--- src/hdl/sm3_hash_engine_defines.svh ---
// Assertion macros for the SM3 hash engine.
// Included by modules that carry concurrent checks; no other dependencies.
`ifndef SM3_HASH_ENGINE_DEFINES_SVH
`define SM3_HASH_ENGINE_DEFINES_SVH
`ifndef SYNTHESIS
`define SM3_ASSERT(label, clk, rst_n, prop, msg) \
    label: assert property (@(posedge clk) disable iff (!rst_n) (prop)) else $error(msg);
`define SM3_NEVER(label, clk, rst_n, cond, msg) \
    label: assert property (@(posedge clk) disable iff (!rst_n) !(cond)) else $error(msg);
`else
`define SM3_ASSERT(label, clk, rst_n, prop, msg)
`define SM3_NEVER(label, clk, rst_n, cond, msg)
`endif
`endif

--- src/hdl/sm3_pkg.sv ---
// Shared types, constants and round functions for the SM3 hash engine.
// No dependencies.
package sm3_pkg;

    localparam logic [31:0] T_LOW  = 32'h79cc4519;
    localparam logic [31:0] T_HIGH = 32'h7a879d8a;
    localparam logic [7:0]  PAD_BYTE = 8'h80;
    localparam int QUEUE_DEPTH = 2;

    localparam logic [255:0] IV_VALUE = {
        32'h7380166f, 32'h4914b2b9, 32'h172442d7, 32'hda8a0600,
        32'ha96f30bc, 32'h163138aa, 32'he38dee4d, 32'hb0fb0e4e};

    // Block handed from packer to compressor
    typedef struct packed {
        logic [511:0] words;       // word 0 in the top bits
        logic         final_block; // emit digest afterwards
    } blk_t;

    typedef struct packed {
        logic [7:0] data;
        logic       has_byte;
        logic       last;
    } item_t;

    function automatic logic [31:0] rotl(input logic [31:0] x, input logic [4:0] n);
        logic [63:0] d;
        d = {x, x} << n;
        return d[63:32];
    endfunction

    function automatic logic [31:0] perm0(input logic [31:0] x);
        return x ^ rotl(x, 5'd9) ^ rotl(x, 5'd17);
    endfunction

    function automatic logic [31:0] perm1(input logic [31:0] x);
        return x ^ rotl(x, 5'd15) ^ rotl(x, 5'd23);
    endfunction

endpackage

--- src/hdl/sm3_front.sv ---
// Front end: packs message bytes into 64-byte blocks and appends padding.
// Depends on sm3_pkg.
module sm3_front (
    input  logic               clk,
    input  logic               rst_n,
    input  logic               in_valid,
    output logic               in_ready,
    input  sm3_pkg::item_t     in_item,
    output logic               blk_valid,
    input  logic               blk_ready,
    output sm3_pkg::blk_t      blk
);
    import sm3_pkg::*;

    typedef enum logic [3:0] {
        S_IDLE = 4'b0001,
        S_PAD  = 4'b0010,
        S_SEND = 4'b0100,
        S_LEN  = 4'b1000
    } state_t;

    state_t        state_reg, state_next;
    logic [511:0]  buf_reg, buf_next;
    logic [60:0]   count_reg, count_next;
    logic          final_reg, final_next;
    logic          last_reg, last_next;   // message closing in progress
    logic [5:0]    pos_reg, pos_next;     // pad byte position
    logic          out_valid_reg, out_valid_next;
    blk_t          out_reg, out_next;
    // Set when the pad marker spilled into a block with no room for the length
    logic          overflow_pad_reg, overflow_pad_next;

    logic          out_free;
    logic [5:0]    byte_pos;
    logic [63:0]   bit_len;

    assign out_free  = !out_valid_reg || blk_ready;
    assign in_ready  = (state_reg == S_IDLE) && out_free;
    assign blk_valid = out_valid_reg;
    assign blk       = out_reg;
    assign byte_pos  = count_reg[5:0];
    assign bit_len   = {count_reg, 3'b000};

    always_comb
    begin
        state_next     = state_reg;
        buf_next       = buf_reg;
        count_next     = count_reg;
        final_next     = final_reg;
        last_next      = last_reg;
        pos_next       = pos_reg;
        out_next       = out_reg;
        out_valid_next = out_valid_reg && !blk_ready;
        case (state_reg)
            S_IDLE:
            begin
                if (in_valid && in_ready)
                begin
                    last_next = in_item.last;
                    pos_next  = byte_pos;
                    if (in_item.has_byte)
                    begin
                        buf_next[511 - 8 * byte_pos -: 8] = in_item.data;
                        count_next = count_reg + 61'd1;
                        pos_next   = byte_pos + 6'd1;
                        if (byte_pos == 6'd63)
                        begin
                            final_next = 1'b0;
                            state_next = S_SEND;
                        end
                        else if (in_item.last)
                        begin
                            state_next = S_PAD;
                        end
                    end
                    else if (in_item.last)
                    begin
                        state_next = S_PAD;
                    end
                end
            end
            S_PAD:
            begin
                // place the marker byte and clear the tail
                for (int i = 0; i < 64; i++)
                begin
                    if (6'(i) == pos_reg)
                        buf_next[511 - 8 * i -: 8] = PAD_BYTE;
                    else if (6'(i) > pos_reg)
                        buf_next[511 - 8 * i -: 8] = 8'h00;
                end
                if (pos_reg > 6'd55)
                begin
                    final_next = 1'b0;
                    state_next = S_SEND;
                    pos_next   = 6'd0;
                    last_next  = 1'b0;
                    final_next = 1'b0;
                end
                else
                begin
                    state_next = S_LEN;
                end
            end
            S_LEN:
            begin
                buf_next[63:0] = bit_len;
                final_next = 1'b1;
                state_next = S_SEND;
            end
            S_SEND:
            begin
                if (out_free)
                begin
                    out_valid_next    = 1'b1;
                    out_next.words       = buf_reg;
                    out_next.final_block = final_reg;
                    if (final_reg)
                    begin
                        count_next = '0;
                        final_next = 1'b0;
                        state_next = S_IDLE;
                    end
                    else if (pos_reg == 6'd0 && !last_reg)
                    begin
                        // full data block; overflow pad needs a zero block
                        state_next = S_IDLE;
                        if (!last_reg && overflow_pad_reg)
                        begin
                            buf_next   = '0;
                            state_next = S_LEN;
                        end
                    end
                    else
                    begin
                        // byte completed a block and item closes the message
                        buf_next   = '0;
                        buf_next[511 -: 8] = PAD_BYTE;
                        pos_next   = 6'd0;
                        state_next = S_LEN;
                    end
                end
            end
            default:
            begin
                state_next = S_IDLE;
            end
        endcase
    end

    always_comb
    begin
        overflow_pad_next = overflow_pad_reg;
        if (state_reg == S_PAD)
            overflow_pad_next = (pos_reg > 6'd55);
        else if (state_reg == S_SEND && out_free)
            overflow_pad_next = 1'b0;
    end

    always_ff @(posedge clk or negedge rst_n)
    begin
        if (!rst_n)
        begin
            state_reg        <= S_IDLE;
            count_reg        <= '0;
            final_reg        <= 1'b0;
            last_reg         <= 1'b0;
            pos_reg          <= '0;
            out_valid_reg    <= 1'b0;
            overflow_pad_reg <= 1'b0;
        end
        else
        begin
            state_reg        <= state_next;
            count_reg        <= count_next;
            final_reg        <= final_next;
            last_reg         <= last_next;
            pos_reg          <= pos_next;
            out_valid_reg    <= out_valid_next;
            overflow_pad_reg <= overflow_pad_next;
        end
    end

    always_ff @(posedge clk)
    begin
        buf_reg <= buf_next;
        out_reg <= out_next;
    end

endmodule

--- config.mk ---
export PLATFORM = sky130hd
export DESIGN_NAME = sm3_front
export DESIGN_NICKNAME = d
export VERILOG_FILES = /design/src/hdl/sm3_hash_engine_defines.svh /design/src/hdl/sm3_pkg.sv /design/src/hdl/sm3_front.sv
export SDC_FILE = /design/constraint.sdc
export NUM_CORES = 2
export LEC_CHECK = 0
export BUFFER_PORTS_ARGS = -buffer_cell sky130_fd_sc_hd__buf_2
export CORE_ASPECT_RATIO = 0.7
export CORE_MARGIN = 2
export CORE_UTILIZATION = 25
export CTS_CLUSTER_SIZE = 25
export DETAILED_ROUTE_END_ITERATION = 16
export MAX_ROUTING_LAYER = met4
export PLACE_DENSITY_LB_ADDON = 0.2
export SKIP_CTS_REPAIR_TIMING = 1
export SLEW_MARGIN = 20
export SYNTH_ARGS = -nofsm -noshare
export SYNTH_HDL_FRONTEND = slang
export SYNTH_SLANG_ARGS = --single-unit
--- constraint.sdc ---
create_clock -name clk -period 34.6 [get_ports clk]
set_input_delay 5.19 -clock clk [delete_from_list [all_inputs] [get_ports clk]]
set_output_delay 5.19 -clock clk [all_outputs]
set_load 0.02 [all_outputs]
# --- Yosys cells after proc, flatten, opt, wreduce, memory -nomap -nowiden ---
# Index checks and enable logic that the tools add are counted.
word_totals:
  register_bits: 1100
  elab_cells: 542
  output_inout_bits: 515
  input_bits: 14
classes:
  n_lt_le_gt_ge: 65
  muxes: 171
  reduce_logical: 86
  shift: 2
  eq_ne: 141
  addsub: 4
ops:
  columns: ["cell", "count"]
  rows:
  - ["$mux 512", 6]
  - ["$pmux 448 s3", 1]
  - ["$mux 8", 128]
  - ["$shift 8x34->519 const A", 1]
  - ["$shiftx 8x34->519", 1]
  - ["$bwmux 512", 1]
  - ["$reduce_and 7->1", 64]
  - ["$pmux 64 s4", 1]
  - ["$mux 61", 4]
  - ["$ne 3x3->1 const B", 65]
  - ["$eq 6x6->1 const A", 32]
  - ["$gt 6x6->1 const A", 32]
  - ["$pmux 61 s2", 1]
  - ["$eq 5x6->1 const A", 16]
  - ["$gt 5x6->1 const A", 16]
  - ["$add 61x1->61 const B", 1]
  - ["$eq 4x6->1 const A", 8]
  - ["$gt 4x6->1 const A", 8]
  - ["$mux 4", 9]
  - ["$mux 6", 6]
  - ["$neg 32->34", 1]
  - ["$eq 3x6->1 const A", 4]
  - ["$gt 3x6->1 const A", 4]
  - ["$pmux 6 s3", 1]
  - ["29 further kinds", 58]

# --- Longest topological paths before layout ---
logic_depth:
  depth_word: 7
  mapped_depth: 10
  mapped_depth_nobuf: 7

# --- Worst setup path after synthesis ---
# Ideal clock, no wire load.
synth_path:
  path_kind: "in2reg"
  startpoint: "input blk_ready"
  endpoint: "register out_reg, in the netlist blk[0] (enable)"
  setup_time_ns: 0.857
  arrival_time_ns: 15.324
  slack_ns: 18.418
  path_stages: 3
  required_time_ns: 33.743
  path_buffers: 0
  path_cell_list: "nand2b_1 nand2_1 inv_1"
synth_via:
  elab_chain_len: 2
synth_lines:
  columns: ["item", "line", "text"]
  rows:
  - ["start, declared", "sm3_front.sv:10", "input logic blk_ready,"]
  - ["$logic_or 1x1->1", "sm3_front.sv:37", "assign out_free = !out_valid_reg || blk_ready;"]
  - ["$reduce_and 2->1 (no source line)", null, null]
  - ["end signal, assigned", "sm3_front.sv:187", "out_reg <= out_next;"]
  - ["end, declared", "sm3_front.sv:29", "blk_t out_reg, out_next;"]
# Every way passes these cells.
# A chain may end at the register's enable or synchronous reset.

# --- Worst setup path in the final report ---
layout_path:
  startpoint: "input blk_ready"
  endpoint: "output in_ready"
layout_via:
  elab_chain_len: 2
layout_lines:
  columns: ["item", "line", "text"]
  rows:
  - ["$logic_or 1x1->1", "sm3_front.sv:37", null]
  - ["$logic_and 1x1->1", "sm3_front.sv:38", "assign in_ready = (state_reg == S_IDLE) && out_free;"]
  - ["end, declared", "sm3_front.sv:7", "output logic in_ready,"]
# Every way passes these cells.

==> results by group <==
Logic synthesis
  • Sequential area share after synthesis: 0.726
  • Post-synthesis simple-gate area fraction: 0.138
  • Share of the synthesized area in the top cell type: 0.684
  • Mean Syn Cell Area: 12.7 um^2
  • Synth Area in Compound Gates: 0.101
  • Synth top area cells: edfxtp_1 (68%), nand2_1 (5.3%), a21oi_1 (4.5%), dfrtp_1 (4.1%), nor2_1 (2.8%)
  • Post-synthesis adder-cell area fraction: 0.00167
  • Fraction of synthesized cell area in xor and xnor cells: 0.00156
  • #FFs+latches synth: 1100
  • Async set or reset register ratio after synthesis: 0.0682
  • Mapped Cells: 3556
  • Count leader, synth: edfxtp_1
  • Syn nets: 3576
  • Main synth FF type: edfxtp_1
  • Combinational family with the most area after synthesis: simple AND/OR/NAND/NOR gates
  • EDFF count, synth: 1025
  • Synth top cells by count: edfxtp_1 (1025), nand2_1 (636), a21oi_1 (407)
  • Yosys top cell by area: edfxtp_1
  • Yosys warns: 0
  • Distinct cells, synth: 71
  • Cell Area, Synth: 45000 um^2
  • Mux cell area share after synthesis: 0.0104

Setup path
  • Critical path fanouts, max: 4
  • Cells on worst reg2reg path: 5
  • Worst path required time: 29.41 ns
  • WP data arrival: 5.89 ns
  • Worst Setup Path Type: in -> out
  • Startpoint types: primary input
  • Crit. End Element: primary output
  • R2r startpoint: count_reg[1]
  • Reg2Reg Setup Slack: 30.42 ns

Clock tree
  • CTS tree: yes
  • Root buf cell: clkbuf_16
  • Clock Pin Slew Worst Setup and Hold Paths: 0.06 ns
  • Clock Latency Late Sink: 0.78 ns
  • Max Buffers Root-to-Sink: 3
  • CTS Buf Count: 113
  • H-tree Lvls: 3
  • Clk sinks: 1100

GRT
  • First-pass GRT wire length: 258000 um
  • Vias in the first global route: 30750
  • Global route overflow: 0
  • Met1 Resource Use GR: 0.296
  • Largest net degree at the start of global routing: 196
  • Overall global routing resource usage: 0.206
  • Most Used Layer, Global Route: met2
  • GR Util met2: 0.297
  • Met3 Usage GRT: 0.0440
  • Antenna violations before repair: 25

Route
  • Post-route ant nets: 0
  • Total iterations of the first detailed-routing run: 6
  • Vias: 32403
  • Avg WL per Cell: 29.1 um
  • Remaining routing DRC violations: 0
  • Starting DRC count in detailed routing: 4102
  • Detailed Route WL: 189000 um
  • Via density: 4.98

Power
  • P_sw: 1.42 mW
  • Clk pwr share: 0.297
  • Combinational share of power: 0.203
  • Overall power: 4.27 mW
  • Internal: 2.85 mW
  • Leakage dissipation: 18.5 nW
  • Power per standard cell area: 78.7 nW/um^2
  • Sequential cell fraction of total power: 0.500
  • Peak supply drop: 0.0402 mV
  • Net Sw Frac: 0.332

Floorplan
  • Die W: 511 um
  • Ports: 529
  • Die Y: 359 um
  • Core Area: 179000 um^2
  • Rows: 130
  • Initial Utilization: 0.251
  • Die area: 183000 um^2

STA
  • Max-slew violations: 0
  • Setup violation total in the final timing report: 0
  • WHS: 0.406 ns
  • Slew @ Worst Pin: 1.22 ns
  • Crit share post-route: 0.320
  • Tmin final: 11.08 ns
  • Max-Slew Margin vs Limit: 0.181
  • Achievable frequency: 90.3 MHz
  • Fin. Hold Viols: 0
  • Clock Skew: 0.0401 ns
  • Setup TNS: 0 ns
  • Unrepaired setup endpoints after global routing: false

Finish
  • Share of cells above drive strength 1: 0.199
  • Post-layout util: 0.303
  • Final instance area: 54200 um^2
  • Layout area overhead: 20.5%
  • # fillers: 18302
  • Final nets: 4067

Hold path
  • Worst Hold End: blk[296]
  • Worst Hold Path Cells: 0
  • Hold Path Class: reg -> reg

Placed design
  • Area post-placement: 50400 um^2
  • IO buf count: 528
  • Placer Congestion: 0.850
  • HPWL after DPL: 134000 um

Flow run
  • Max-cap check violation count: 0

Status
  • Status: finished clean
## cells by family (layout without fill, tap and decap cells)
family	count (synthesis)	count (layout)
other cells	0	3
fa+ha+maj	6	6
buf+inv	240	818
simple gates	1401	1401
compound gates	755	755
flops	1100	1100
mux	46	46
xor+xnor	8	8
## power groups by stage
stage	registers [mW]	clock network, mW	logic [mW]
3_3_place_gp	2.16	0	0.836
6_report	2.13	1.27	0.864
2_1_floorplan	2.02	0	0.550
4_1_cts	2.14	1.29	0.859
3_5_place_dp	2.16	0	0.858
5_1_grt	2.17	1.35	0.939
## through the flow
step,std cells,worst slack (ns)
after detailed placement,6306,23.49
after floorplan,3556,18.42
after CTS,6508,23.48
after global routing,6511,23.41
after global placement,6306,23.49
final,6513,23.52
## layout by cell type (no fill, tap or decap), types with 21 or more instances in the layout
cell	count
nand3_1	157
o22ai_1	41
dfrtp_1	72
clkbuf_16	113
and2_1	28
edfxtp_1	1025
nor3_1	57
nand2_1	636
a21oi_1	406
o21ai_0	85
nor2_1	328
a31oi_1	21
o31ai_1	47
and3_1	28
mux2i_1	41
buf_2	527
nand4_1	22
a211oi_1	34
clkinv_1	28
buf_4	72
or4_1	21
or3_1	24
## cell type report
| cell class | instances | area, um^2 | share of cell area |
|---|---|---|---|
| repair buffers | 604 | 3280 | 0.0606 |
| flip-flops and latches | 1100 | 32700 | 0.603 |
| inverters | 12 | 52.6 | 0.000970 |
| clock inverters | 72 | 822 | 0.0152 |
| well taps | 2376 | 2970 | 0.0549 |
| clock buffers | 130 | 2890 | 0.0534 |
| multi-input cells | 2216 | 11500 | 0.212 |
| diodes | 3 | 7.51 | 0.000139 |
## worst max-delay path: stages
cell     delay [ns]
buf_2          0.13
nor2b_1        0.25
nor2_1         0.13
buf_2          0.18
## worst max-delay path by stage
stage / start / to / slack [ns]
after floorplan: blk_ready / blk[0] / 18.42
final: blk_ready / in_ready / 23.52
after global placement: blk_ready / in_ready / 23.49
after global routing: blk_ready / in_ready / 23.41
after detailed placement: blk_ready / in_ready / 23.49
after CTS: blk_ready / in_ready / 23.48
## layer usage
layer	vias up	wire [um]
li1	14215	-
met1	16545	88000
met2	1402	82600
met3	241	14400
met4	0	4250
met5	-	0
Power figures use the tool's default switching activity.
