===== src/hdl/sm3_hash_engine_defines.svh =====
// Assertion macros for the SM3 hash engine.
// Included by modules that carry concurrent checks; no other dependencies.
`ifndef SM3_HASH_ENGINE_DEFINES_SVH
`define SM3_HASH_ENGINE_DEFINES_SVH
`ifndef SYNTHESIS
`define SM3_ASSERT(label, clk, rst_n, prop, msg) \
    label: assert property (@(posedge clk) disable iff (!rst_n) (prop)) else $error(msg);
`define SM3_NEVER(label, clk, rst_n, cond, msg) \
    label: assert property (@(posedge clk) disable iff (!rst_n) !(cond)) else $error(msg);
`else
`define SM3_ASSERT(label, clk, rst_n, prop, msg)
`define SM3_NEVER(label, clk, rst_n, cond, msg)
`endif
`endif


===== src/hdl/sm3_pkg.sv =====
// Shared types, constants and round functions for the SM3 hash engine.
// No dependencies.
package sm3_pkg;

    localparam logic [31:0] T_LOW  = 32'h79cc4519;
    localparam logic [31:0] T_HIGH = 32'h7a879d8a;
    localparam logic [7:0]  PAD_BYTE = 8'h80;
    localparam int QUEUE_DEPTH = 2;

    localparam logic [255:0] IV_VALUE = {
        32'h7380166f, 32'h4914b2b9, 32'h172442d7, 32'hda8a0600,
        32'ha96f30bc, 32'h163138aa, 32'he38dee4d, 32'hb0fb0e4e};

    // Block handed from packer to compressor
    typedef struct packed {
        logic [511:0] words;       // word 0 in the top bits
        logic         final_block; // emit digest afterwards
    } blk_t;

    typedef struct packed {
        logic [7:0] data;
        logic       has_byte;
        logic       last;
    } item_t;

    function automatic logic [31:0] rotl(input logic [31:0] x, input logic [4:0] n);
        logic [63:0] d;
        d = {x, x} << n;
        return d[63:32];
    endfunction

    function automatic logic [31:0] perm0(input logic [31:0] x);
        return x ^ rotl(x, 5'd9) ^ rotl(x, 5'd17);
    endfunction

    function automatic logic [31:0] perm1(input logic [31:0] x);
        return x ^ rotl(x, 5'd15) ^ rotl(x, 5'd23);
    endfunction

endpackage


===== src/hdl/sm3_queue.sv =====
// Two-entry block queue between packer and compressor.
// Depends on sm3_pkg.
module sm3_queue (
    input  logic          clk,
    input  logic          rst_n,
    input  logic          wr_valid,
    output logic          wr_ready,
    input  sm3_pkg::blk_t wr_data,
    output logic          rd_valid,
    input  logic          rd_ready,
    output sm3_pkg::blk_t rd_data
);
    import sm3_pkg::*;

    blk_t       mem_reg [QUEUE_DEPTH];
    logic       wp_reg, rp_reg;
    logic [1:0] cnt_reg;
    logic       do_wr, do_rd;

    assign wr_ready = (cnt_reg != 2'(QUEUE_DEPTH));
    assign rd_valid = (cnt_reg != 2'd0);
    assign rd_data  = mem_reg[rp_reg];
    assign do_wr    = wr_valid && wr_ready;
    assign do_rd    = rd_valid && rd_ready;

    always_ff @(posedge clk)
    begin
        if (do_wr)
            mem_reg[wp_reg] <= wr_data;
    end

    always_ff @(posedge clk or negedge rst_n)
    begin
        if (!rst_n)
        begin
            wp_reg  <= 1'b0;
            rp_reg  <= 1'b0;
            cnt_reg <= '0;
        end
        else
        begin
            if (do_wr)
                wp_reg <= !wp_reg;
            if (do_rd)
                rp_reg <= !rp_reg;
            cnt_reg <= cnt_reg + 2'(do_wr) - 2'(do_rd);
        end
    end

endmodule


===== config.mk =====
export PLATFORM = sky130hd
export DESIGN_NAME = sm3_queue
export DESIGN_NICKNAME = d
export VERILOG_FILES = /design/src/hdl/sm3_hash_engine_defines.svh /design/src/hdl/sm3_pkg.sv /design/src/hdl/sm3_queue.sv
export SDC_FILE = /design/constraint.sdc
export NUM_CORES = 1
export LEC_CHECK = 0
export BUFFER_PORTS_ARGS = -buffer_cell sky130_fd_sc_hd__buf_4
export CAP_MARGIN = 15
export CORE_AREA = 10 10 397 399
export DETAILED_ROUTE_END_ITERATION = 7
export DIE_AREA = 0 0 407 409
export GPL_ROUTABILITY_DRIVEN = 0
export GPL_TIMING_DRIVEN = 1
export PLACE_DENSITY = 0.49
export SETUP_SLACK_MARGIN = 0.2
export SYNTH_ARGS = -nofsm -noshare
export SYNTH_HDL_FRONTEND = slang
export SYNTH_SLANG_ARGS = --single-unit

===== constraint.sdc =====
create_clock -name clk -period 35.1 [get_ports clk]
set_input_delay 1.755 -clock clk [delete_from_list [all_inputs] [get_ports clk]]
set_output_delay 1.755 -clock clk [all_outputs]
set_load 0.02 [all_outputs]

-- Word-level counts from Yosys, hierarchy flattened
Memories as Yosys holds them, arrays and structs flattened.
Index checks and enable logic that the tools add are counted.
- flip-flop bits (word level): 4
- memory bits (writable): 1026
- input port bits: 517
- output and inout port bits: 515
- memories kept: 1
- add/sub/neg operators: 2
- eq/ne operators: 1
- muxes and demuxes: 2
- reduce and logical (&&, ||, !) cells: 5
- memory list (name ; words ; width ; rd ports ; clocked after memory_dff ; wr ports ; RTL line ; RTL):
    mem_reg ; 2 ; 513 ; 1 ; 0 ; 1 ; sm3_queue.sv:15 ; blk_t mem_reg [QUEUE_DEPTH];
- operators by type and width (cell ; count):
    $add A2 B1 Y2 ; 1
    $logic_and A1 B1 Y1 ; 2
    $logic_not A1 Y1 ; 2
    $mux W1 ; 2
    $ne A2 B2 Y1 const B ; 1
    $reduce_bool A2 Y1 ; 1
    $sub A2 B1 Y2 ; 1

-- Logic depth before layout (Yosys ltp)
Gate-level depths: netlist of run 1.
- word-level depth: 4
- depth in mapped cells: 5
- mapped depth without buffers: 5

-- Worst setup path before layout of run 1
OpenSTA, ideal clock, no wires.
- path type: input to register
- start point: input wr_valid
- end point: memory mem_reg[0][0] in the netlist's numbering (enable)
- library setup time: 1401 ps
- data arrival time: 23051 ps
- setup slack: 10648 ps
- stages on the path: 2
- buffers on the path: 0
- cell sequence: nand2_1 > nor2_1
- longest elaborated chain between the ends: 3
- RTL lines (what ; RTL line ; RTL):
    start: declaration ; sm3_queue.sv:6 ; input logic wr_valid,
    $logic_and A1 B1 Y1 ; sm3_queue.sv:23 ; assign do_wr = wr_valid && wr_ready;
    $mux W1 ; sm3_queue.sv:28 ; if (do_wr)
    $mux W1 (not written as such) ; sm3_queue.sv:29 ; mem_reg[wp_reg] <= wr_data;
    end: declaration ; sm3_queue.sv:15 ;
Every way passes these cells.

==> impl_summary.log, run 1 <==
INFO  metric run_status = finished clean
INFO  metric holdPathStages = 1
INFO  metric placeableCoreArea = 149000 µm²
INFO  metric post-place-cells = 4628
INFO  metric max_cap_viol_count = 0
INFO  metric finalHoldWorstSlack = around 0.58 ns
INFO  metric global_route_usage_over_all_layers = 13.3%
INFO  metric final.min_clock_period = 7.51 ns
INFO  metric post_route_cells_drive_above_1_share = 61.4%
INFO  metric initial_antenna_violation_count = 24
INFO  metric largest_register_ff_count = 1026
INFO  metric final-max-slew-violation-count = 0
INFO  metric maxSlewHeadroom = 24.6%
INFO  metric cts.hold.buffers_added = 0
INFO  metric highest_clock_frequency_the_design_can_meet = about 130 MHz
INFO  metric clk_root_buffer_cell = sky130_fd_sc_hd__clkbuf_16
INFO  metric seq_area_frac_synth = 78.8%
INFO  metric placement.io_buffers = 1031
INFO  metric cp.arrival = 5.75 ns
INFO  metric setup_repair_after_global_routing_missed_its_margin = no
INFO  metric ctsResizeCount = 0
INFO  metric setup-violations-final = 0
INFO  metric synth_area = 39200 µm²
INFO  metric bufs_on_longest_clock_path = 3
INFO  metric tightest_slew = 1.13 ns
INFO  metric critical-path-slowest-cell = sky130_fd_sc_hd__dfrtp_4
INFO  metric fin_nets = 3247
INFO  metric critical_path.max_fanout = 112
INFO  metric r2r_end = mem_reg[1][134]
INFO  metric crit_path_start_kind = flip-flop
INFO  metric overall_die_height = 409 µm
INFO  metric timing.reg2reg.worst_path_depth = 5
INFO  metric avgViaCountPerCell = approximately 4.0
INFO  metric htreeDepth = 3
INFO  metric grt_pass1_wl = 160000 µm
INFO  metric dr.first_iter.drc_count = 948
INFO  metric worst_setup_hold_path_clk_slew = 0.05 ns
INFO  metric detailroute.via_count = 19600
INFO  metric crit_chain = buf_12, buf_4, buf_4, buf_4, mux2_2, buf_4
INFO  metric power.density_cell_area = 90.0 nW/µm²
INFO  metric totalWireLength = 117000 µm
INFO  metric drt_pre_antenna_iters = 4
INFO  metric r2r_start = cnt_reg[0]
INFO  metric synthesis.area_per_instance = 24.2 µm²
INFO  metric postCtsSetupBuffers = 0
INFO  metric post_layout_nonfiller_instances = between 4000 and 5000
INFO  metric final-hold-violation-count = 0
INFO  metric worst_path_most_repeated_cell = sky130_fd_sc_hd__buf_4
INFO  metric slowest_delay = approximately 0.94 ns
INFO  metric synthesis.instances = around 1600
INFO  metric cp.required = 33.34 ns
INFO  metric crit_start = rp_reg
INFO  metric clock-sinks = ~1000
INFO  metric route.antenna.remaining_nets = 0
INFO  metric rrSetupSlack = 30.62 ns
INFO  metric final_min_period_over_clock_period = 21.4%
INFO  metric overflow = 0
INFO  metric path_class = reg -> out
INFO  metric worst_skew_pair.late_latency = between 0.7 and 0.8 ns
INFO  metric final_routed_drc_violation_total = 0
INFO  metric critPathCaptureType = primary output
INFO  metric power.leakage = 20.6 nW
INFO  metric routedWlPerCell = 24.1 µm
INFO  metric hold_path_class = reg -> reg
INFO  metric ioPinCount = 1032
INFO  metric total_clock_buffers_created_by_cts = 113
INFO  metric clock-skew-final = 0.0334 ns
INFO  metric fin_util = 35.4%
INFO  metric die_area = 166000 µm²
INFO  metric areaGrowthSynthToFinish = 34.8%
INFO  metric synth.net_count = 2136
INFO  metric synth_seq_cells = 1030
INFO  metric grt_max_degree = 151
INFO  metric start_util = 26.2%
INFO  metric cts_tree = built
INFO  metric grt_pass1_vias = 21600
INFO  metric totalNegativeSetupSlack = 0 ns
INFO  metric synth.lib_cells_used.distinct = 20
INFO  metric place_hpwl = 87700 µm
INFO  metric yosys_warnings = 0
INFO  metric dieWidth = 407 µm
INFO  metric worst_ir_drop_vdd = between 0.06 and 0.07 mV
INFO  metric rows = 142
INFO  metric endpoint = rd_data[3]
## placed cells by master, fill, tap and decap left out
cell type / count
sky130_fd_sc_hd__clkinv_4: 2
sky130_fd_sc_hd__nor4bb_1: 1
sky130_fd_sc_hd__clkinv_1: 32
sky130_fd_sc_hd__clkinv_2: 18
sky130_fd_sc_hd__o21ai_0: 1
sky130_fd_sc_hd__a311oi_1: 1
sky130_fd_sc_hd__mux2_2: 53
sky130_fd_sc_hd__clkinv_16: 4
sky130_fd_sc_hd__buf_16: 1
sky130_fd_sc_hd__mux2_4: 460
sky130_fd_sc_hd__nand3_1: 1
sky130_fd_sc_hd__clkbuf_16: 113
sky130_fd_sc_hd__and3_4: 1
sky130_fd_sc_hd__nor2b_1: 1
sky130_fd_sc_hd__clkinvlp_4: 1
sky130_fd_sc_hd__inv_8: 3
sky130_fd_sc_hd__clkbuf_1: 16
sky130_fd_sc_hd__buf_4: 1048
sky130_fd_sc_hd__inv_6: 5
sky130_fd_sc_hd__buf_12: 4
sky130_fd_sc_hd__o21ba_2: 1
sky130_fd_sc_hd__bufinv_16: 16
sky130_fd_sc_hd__nor2_1: 2
sky130_fd_sc_hd__ha_1: 1
sky130_fd_sc_hd__nand2_1: 2
sky130_fd_sc_hd__edfxtp_1: 1026
sky130_fd_sc_hd__dfrtp_4: 1
sky130_fd_sc_hd__nand2b_1: 1
sky130_fd_sc_hd__xnor2_1: 3
sky130_fd_sc_hd__dfrtp_1: 3
sky130_fd_sc_hd__nor2_4: 1
sky130_fd_sc_hd__or2_2: 1
sky130_fd_sc_hd__diode_2: 11
## Yosys cell counts, drive strengths merged
library cell / number / area share [%]
a311oi: 1 / 0.022
ha: 1 / 0.032
o21ba: 1 / 0.026
nand2: 2 / 0.019
dfrtp: 4 / 0.26
and3: 1 / 0.016
mux2: 513 / 19
nor2: 3 / 0.029
nand2b: 1 / 0.016
nor2b: 1 / 0.016
nor4bb: 1 / 0.026
o21ai: 1 / 0.013
xnor2: 3 / 0.067
buf: 57 / 1.7
edfxtp: 1026 / 79
or2: 1 / 0.016
nand3: 1 / 0.013
## cell families (layout without fill, tap and decap cells)
family | count (synthesis) | in the layout | share of synthesized area [%]
compound gates | 3 | 3 | 0.0606
xor+xnor | 3 | 3 | 0.0670
fa+ha+maj | 1 | 1 | 0.0319
buf+inv | 57 | 1263 | 1.75
flops | 1030 | 1030 | 78.8
mux | 513 | 513 | 19.1
other cells | 0 | 11 | 0
simple gates | 11 | 11 | 0.150
## metrics by stage
| step | instance area, µm² | total power [mW] | setup WS [ns] |
|---|---|---|---|
| after floorplan | 39200 | 3.14 | 10.65 |
| after global placement | 49000 | 3.60 | 28.47 |
| after detailed placement | 49000 | 3.63 | 28.30 |
| after CTS | 52800 | 4.85 | 27.48 |
| after global routing | 52900 | 4.97 | 27.28 |
| final | 52900 | 4.76 | 27.59 |
## power by group
group | total [mW] | switching (mW) | internal, mW | leakage (nW)
combinational | 1.79 | 0.973 | 0.816 | 9.12
clock | 1.20 | 0.490 | 0.710 | 1.85
sequential | 1.77 | 0.0827 | 1.69 | 9.59
total | 4.76 | 1.55 | 3.21 | 20.6
## worst min-delay path by stage
stage / startpoint / to / slack [ns]
detailed placement: wp_reg / wp_reg / 0.57
global route: wp_reg / wp_reg / 0.60
finish: wp_reg / wp_reg / 0.58
global placement: wp_reg / wp_reg / 0.54
CTS: wp_reg / wp_reg / 0.58
floorplan: wp_reg / wp_reg / 0.46
## worst max-delay path: cells and delay by family, from the launching register on
kind,cells,cell delay [ns]
buffers and inverters,5,3.28
DFF,1,0.94
muxes,1,0.43
## area by class of cell
cell class / instances / area, µm²
fill: 14100 / 96500
antenna: 11 / 27.5
clock buffer: 129 / 2890
tap: 2016 / 2520
timing repair buffer: 1053 / 7980
multi-input combinational: 531 / 7640
sequential: 1030 / 30900
clock inverter: 81 / 913
## metal layers
layer  global-route usage (%)  wire length (µm)  vias to the layer above
met5                        0                47                        -
met4                     4.52              2680                        6
met3                     4.97             10700                      158
met2                     24.4             62800                      698
met1                     13.9             40900                     9964
li1                         -                 -                     8736
(Power assumes the default switching activity.)
==> run 2, diff against run 1 <==
--- a/config.mk
+++ b/config.mk
@@ -5,14 +5,15 @@
 export SDC_FILE = /design/constraint.sdc
 export NUM_CORES = 1
 export LEC_CHECK = 0
+export ABC_AREA = 1
 export BUFFER_PORTS_ARGS = -buffer_cell sky130_fd_sc_hd__buf_4
 export CAP_MARGIN = 15
-export CORE_AREA = 10 10 397 399
+export CORE_AREA = 10 10 395 397
 export DETAILED_ROUTE_END_ITERATION = 7
-export DIE_AREA = 0 0 407 409
+export DIE_AREA = 0 0 405 407
 export GPL_ROUTABILITY_DRIVEN = 0
 export GPL_TIMING_DRIVEN = 1
-export PLACE_DENSITY = 0.49
+export PLACE_DENSITY = 0.48
 export SETUP_SLACK_MARGIN = 0.2
 export SYNTH_ARGS = -nofsm -noshare
 export SYNTH_HDL_FRONTEND = slang
==> constraint.sdc (replaced) <==
create_clock -name clk -period 7.75 [get_ports clk]
set_input_delay 0.3875 -clock clk [delete_from_list [all_inputs] [get_ports clk]]
set_output_delay 0.3875 -clock clk [all_outputs]
set_load 0.02 [all_outputs]
==> run 2 against run 1 <==
Wire length rose by 12%. Register-to-register slack got worse by 26 ns. Highest routed layer unchanged. Final area rose by 5.9%. Hold slack got worse by 0.50 ns.
==> impl_summary.log, run 2 <==
INFO  metric run_status = finished clean
INFO  metric ioPinCount = 1032 (unchanged)
INFO  metric fin_nets = 4795 (+48%)
INFO  metric final.min_clock_period = roughly 4.2 ns
INFO  metric critical-path-slowest-cell = sky130_fd_sc_hd__dfrtp_4
INFO  metric final-hold-violation-count = 0 (unchanged)
INFO  metric rows = 141 (-0.70%)
INFO  metric totalNegativeSetupSlack = 0 ns (unchanged)
INFO  metric cp.arrival = 3.83 ns (-1.92 ns)
INFO  metric final_routed_drc_violation_total = 0 (unchanged)
INFO  metric r2r_end = mem_reg[1][336]
INFO  metric timing.reg2reg.worst_path_depth = 5 (unchanged)
INFO  metric synth.net_count = 3228 (+51%)
INFO  metric synth-async-reset-ratio = 0.388% (unchanged)
INFO  metric worst_skew_pair.late_latency = 0.71 ns (-0.02 ns)
INFO  metric netlist.area_leader.share = 81.9% (+3.4 points)
INFO  metric gr-usage-met3 = 4.29% (-0.68 points)
INFO  metric global_route_usage_over_all_layers = 14.9% (+1.6 points)
INFO  metric ctsResizeCount = 0 (unchanged)
INFO  metric bufs_on_longest_clock_path = 3 (unchanged)
INFO  metric placement.io_buffers = 1031 (unchanged)
INFO  metric setup_repair_after_global_routing_missed_its_margin = no
INFO  metric layout_commonest_cell = sky130_fd_sc_hd__nand2_1
INFO  metric place_hpwl = 90100 µm (+2.7%)
INFO  metric critical_path.max_fanout = 175 (+56%)
INFO  metric cp.required = 7.36 ns (-25.98 ns)
INFO  metric worst_ir_drop_vdd = 0.387 mV (+530%)
INFO  metric htreeDepth = 3 (unchanged)
INFO  metric grt_pass1_wl = 181000 µm (+13%)
INFO  metric synth_seq_cells = 1030 (unchanged)
INFO  metric critPathCaptureType = primary output
INFO  metric clock-skew-final = 0.0303 ns (-0.00313 ns)
INFO  metric clk_root_buffer_cell = sky130_fd_sc_hd__clkbuf_16
INFO  metric areaGrowthSynthToFinish = 48.9%
INFO  metric seq_area_frac_synth = 82.2% (+3.4 points)
INFO  metric overall_die_height = 407 µm (-0.49%)
INFO  metric dr.first_iter.drc_count = 1679 (+77%)
INFO  metric postCtsSetupBuffers = 0 (unchanged)
INFO  metric detailroute.via_count = 26100 (+33%)
INFO  metric grt_max_degree = 287 (+90%)
INFO  metric overflow = 0 (unchanged)
INFO  metric drt_pre_antenna_iters = 7 (+3)
INFO  metric synth.most_common_cell = sky130_fd_sc_hd__nand2_1
INFO  metric largest_register_ff_count = 1026 (unchanged)
INFO  metric fin_area = 56000 µm² (+5.9%)
INFO  metric initial_antenna_violation_count = 29 (+21%)
INFO  metric highest_clock_frequency_the_design_can_meet = 237 MHz
INFO  metric synth_area = 37600 µm² (-4.1%)
INFO  metric synth_top_area_cells = sky130_fd_sc_hd__edfxtp_1 82%, sky130_fd_sc_hd__nand2_1 15%, sky130_fd_sc_hd__buf_4 0.72%, sky130_fd_sc_hd__buf_2 0.69%, sky130_fd_sc_hd__buf_6 0.60%
INFO  metric r2r_start = cnt_reg[1]
INFO  metric place_ws = 4.31 ns (-23.98 ns)
INFO  metric routedWlPerCell = 20.7 µm (-14%)
INFO  metric synth.lib_cells_used.distinct = 16 (-20%)
INFO  metric grt_pass1_vias = 26000 (+21%)
INFO  metric totalWireLength = 131000 µm (+12%)
INFO  metric crit_chain = buf_12, buf_12, nand2_1, nand2_1, buf_4
INFO  metric yosys_warnings = 0 (unchanged)
INFO  metric final-max-slew-violation-count = 0 (unchanged)
INFO  metric detailed_place.area = 47300 µm² (-3.5%)
INFO  metric synthesis.instances = 2710 (+67%)
INFO  metric path_class = reg -> out
INFO  metric clock-sinks = 1030 (unchanged)
INFO  metric dieWidth = 405 µm (-0.49%)
INFO  metric cts_tree = built
INFO  metric global_route.peak_usage_layer = met2
INFO  metric layout.filler_cells = 14100 (+0.092%)
INFO  metric die_area = 165000 µm² (-0.98%)
INFO  metric avgViaCountPerCell = 4.13 (+2.5%)
INFO  metric worst_setup_hold_path_clk_slew = 0.06 ns (about the same)
INFO  metric rrSetupSlack = 4.74 ns (-25.88 ns)
INFO  metric slowest_delay = 0.80 ns (-0.14 ns)
INFO  metric mostFrequentLayoutCells = 1546 x sky130_fd_sc_hd__nand2_1, 1038 x sky130_fd_sc_hd__buf_4, 1026 x sky130_fd_sc_hd__edfxtp_1
INFO  metric placeableCoreArea = 147000 µm² (-1.3%)
INFO  metric max_cap_viol_count = 0 (unchanged)
INFO  metric maxSlewHeadroom = 10.7% (-14 points)
INFO  metric hold_path_class = in -> async
INFO  metric grt.met2_usage = 25.3% (+0.94 points)
INFO  metric post_route_cells_drive_above_1_share = 27.4% (-34 points)
INFO  metric synth_edf_count = 1026 (unchanged)
INFO  metric synth.cells.most_frequent = 1548 x sky130_fd_sc_hd__nand2_1, 1026 x sky130_fd_sc_hd__edfxtp_1, 52 x sky130_fd_sc_hd__buf_2, 36 x sky130_fd_sc_hd__buf_4, 20 x sky130_fd_sc_hd__buf_6
INFO  metric power.leakage = 23.2 nW (+13%)
INFO  metric power.density_cell_area = 388 nW/µm² (+330%)
INFO  metric route.antenna.remaining_nets = 0 (unchanged)
INFO  metric crit_path_start_kind = flip-flop
INFO  metric global_route.usage.met1 = 17.7% (+3.8 points)
INFO  metric start_util = 25.5% (-0.75 points)
INFO  metric final_ws_setup = 3.53 ns (-24.07 ns)
INFO  metric tightest_slew = 1.34 ns (+0.209 ns)
INFO  metric setup-violations-final = 0 (unchanged)
INFO  metric final_min_period_over_clock_period = 54.5%
INFO  metric total_clock_buffers_created_by_cts = 114 (+0.88%)
INFO  metric synthFlopType = sky130_fd_sc_hd__edfxtp_1
INFO  metric synthesis.area_per_instance = 13.9 µm² (-43%)
INFO  metric post-synth-top-area-cell = sky130_fd_sc_hd__edfxtp_1
-- run 2: changes by cell type in the layout (fill, tap and decap cells not counted), sizes merged, moves of 2 or more --
cell / delta
nand2: +1546
dlygate4sd3: +516
mux2: -513
clkbuf: +21
bufinv: -11
clkinv: -11
buf: -5
inv: +5
diode: +4
xnor2: -3
nor2: +2
-- run 2: worst max-delay path: cells and delay by family, from the launching register on --
| family | cells | cell delay (ns) |
|---|---|---|
| DFF | 1 | 0.80 |
| buffers and inverters | 3 | 1.27 |
| and+or+nand+nor | 2 | 0.28 |
-- run 2: power breakdown --
part / internal [mW] / leakage [nW] / switching [mW]
Combinational: 2.82 / 11.9 / 5.90
Clock: 2.91 / 1.69 / 2.20
Sequential: 7.61 / 9.58 / 0.307
Total: 13.3 / 23.2 / 8.40
-- run 2: how the worst max path moves through the flow --
| stage | from | to |
|---|---|---|
| 5_1_grt | rp_reg | rd_data[44] |
| 3_5_place_dp | rp_reg | rd_data[447] |
| 2_1_floorplan | cnt_reg[1] | mem_reg[1][0] |
| 6_report | rp_reg | rd_data[59] |
| 3_3_place_gp | rp_reg | rd_data[447] |
| 4_1_cts | rp_reg | rd_data[447] |
-- run 2: layout make-up --
class / count / area, µm² / share of cell area, %
well taps: 1930 / 2410 / 4.31
clock inverters: 55 / 467 / 0.834
inverters: 8 / 56.3 / 0.101
diodes: 15 / 37.5 / 0.0671
flip-flops and latches: 1030 / 30900 / 55.2
clock buffers: 150 / 3030 / 5.41
multi-input cells: 1559 / 5900 / 10.5
repair buffers: 1564 / 13200 / 23.5
-- run 2: layer usage --
metal	wire length (µm)	vias up
li1	-	12400
met1	51000	12500
met4	4720	8
met5	55	-
met3	9710	244
met2	65300	935
-- run 2: cells by family (layout without fill, tap and decap cells) --
logic type                 after synthesis  count (layout)  share of synthesized area [%]
AOI/OAI and AO/OA                        2               2                         0.0266
other                                    0              15                              0
and+or+nand+nor                       1555            1555                           15.5
DFF                                   1030            1030                           82.2
adders and majority gates                1               1                         0.0333
buffers and inverters                  121            1777                           2.20
xor gates and xnor gates                 1               1                         0.0233
-- run 2: what timing repair did --
item,in CTS,in global routing
hold endpoints to repair,1033,0
hold buffers,516,0
endpoints found under the setup margin,0,0
-- run 2: through the flow --
step / power (mW) / hold WS [ns] / std cells / util (%)
3_3_place_gp: 16.7 / 0.210 / 5575 / 32.1
6_report: 21.7 / 0.0802 / 6311 / 38.0
2_1_floorplan: 12.8 / 0.0919 / 2710 / -
5_1_grt: 22.9 / 0.0468 / 6308 / 37.9
3_5_place_dp: 16.7 / 0.210 / 5575 / 32.1
4_1_cts: 22.1 / 0.0122 / 6296 / 37.9
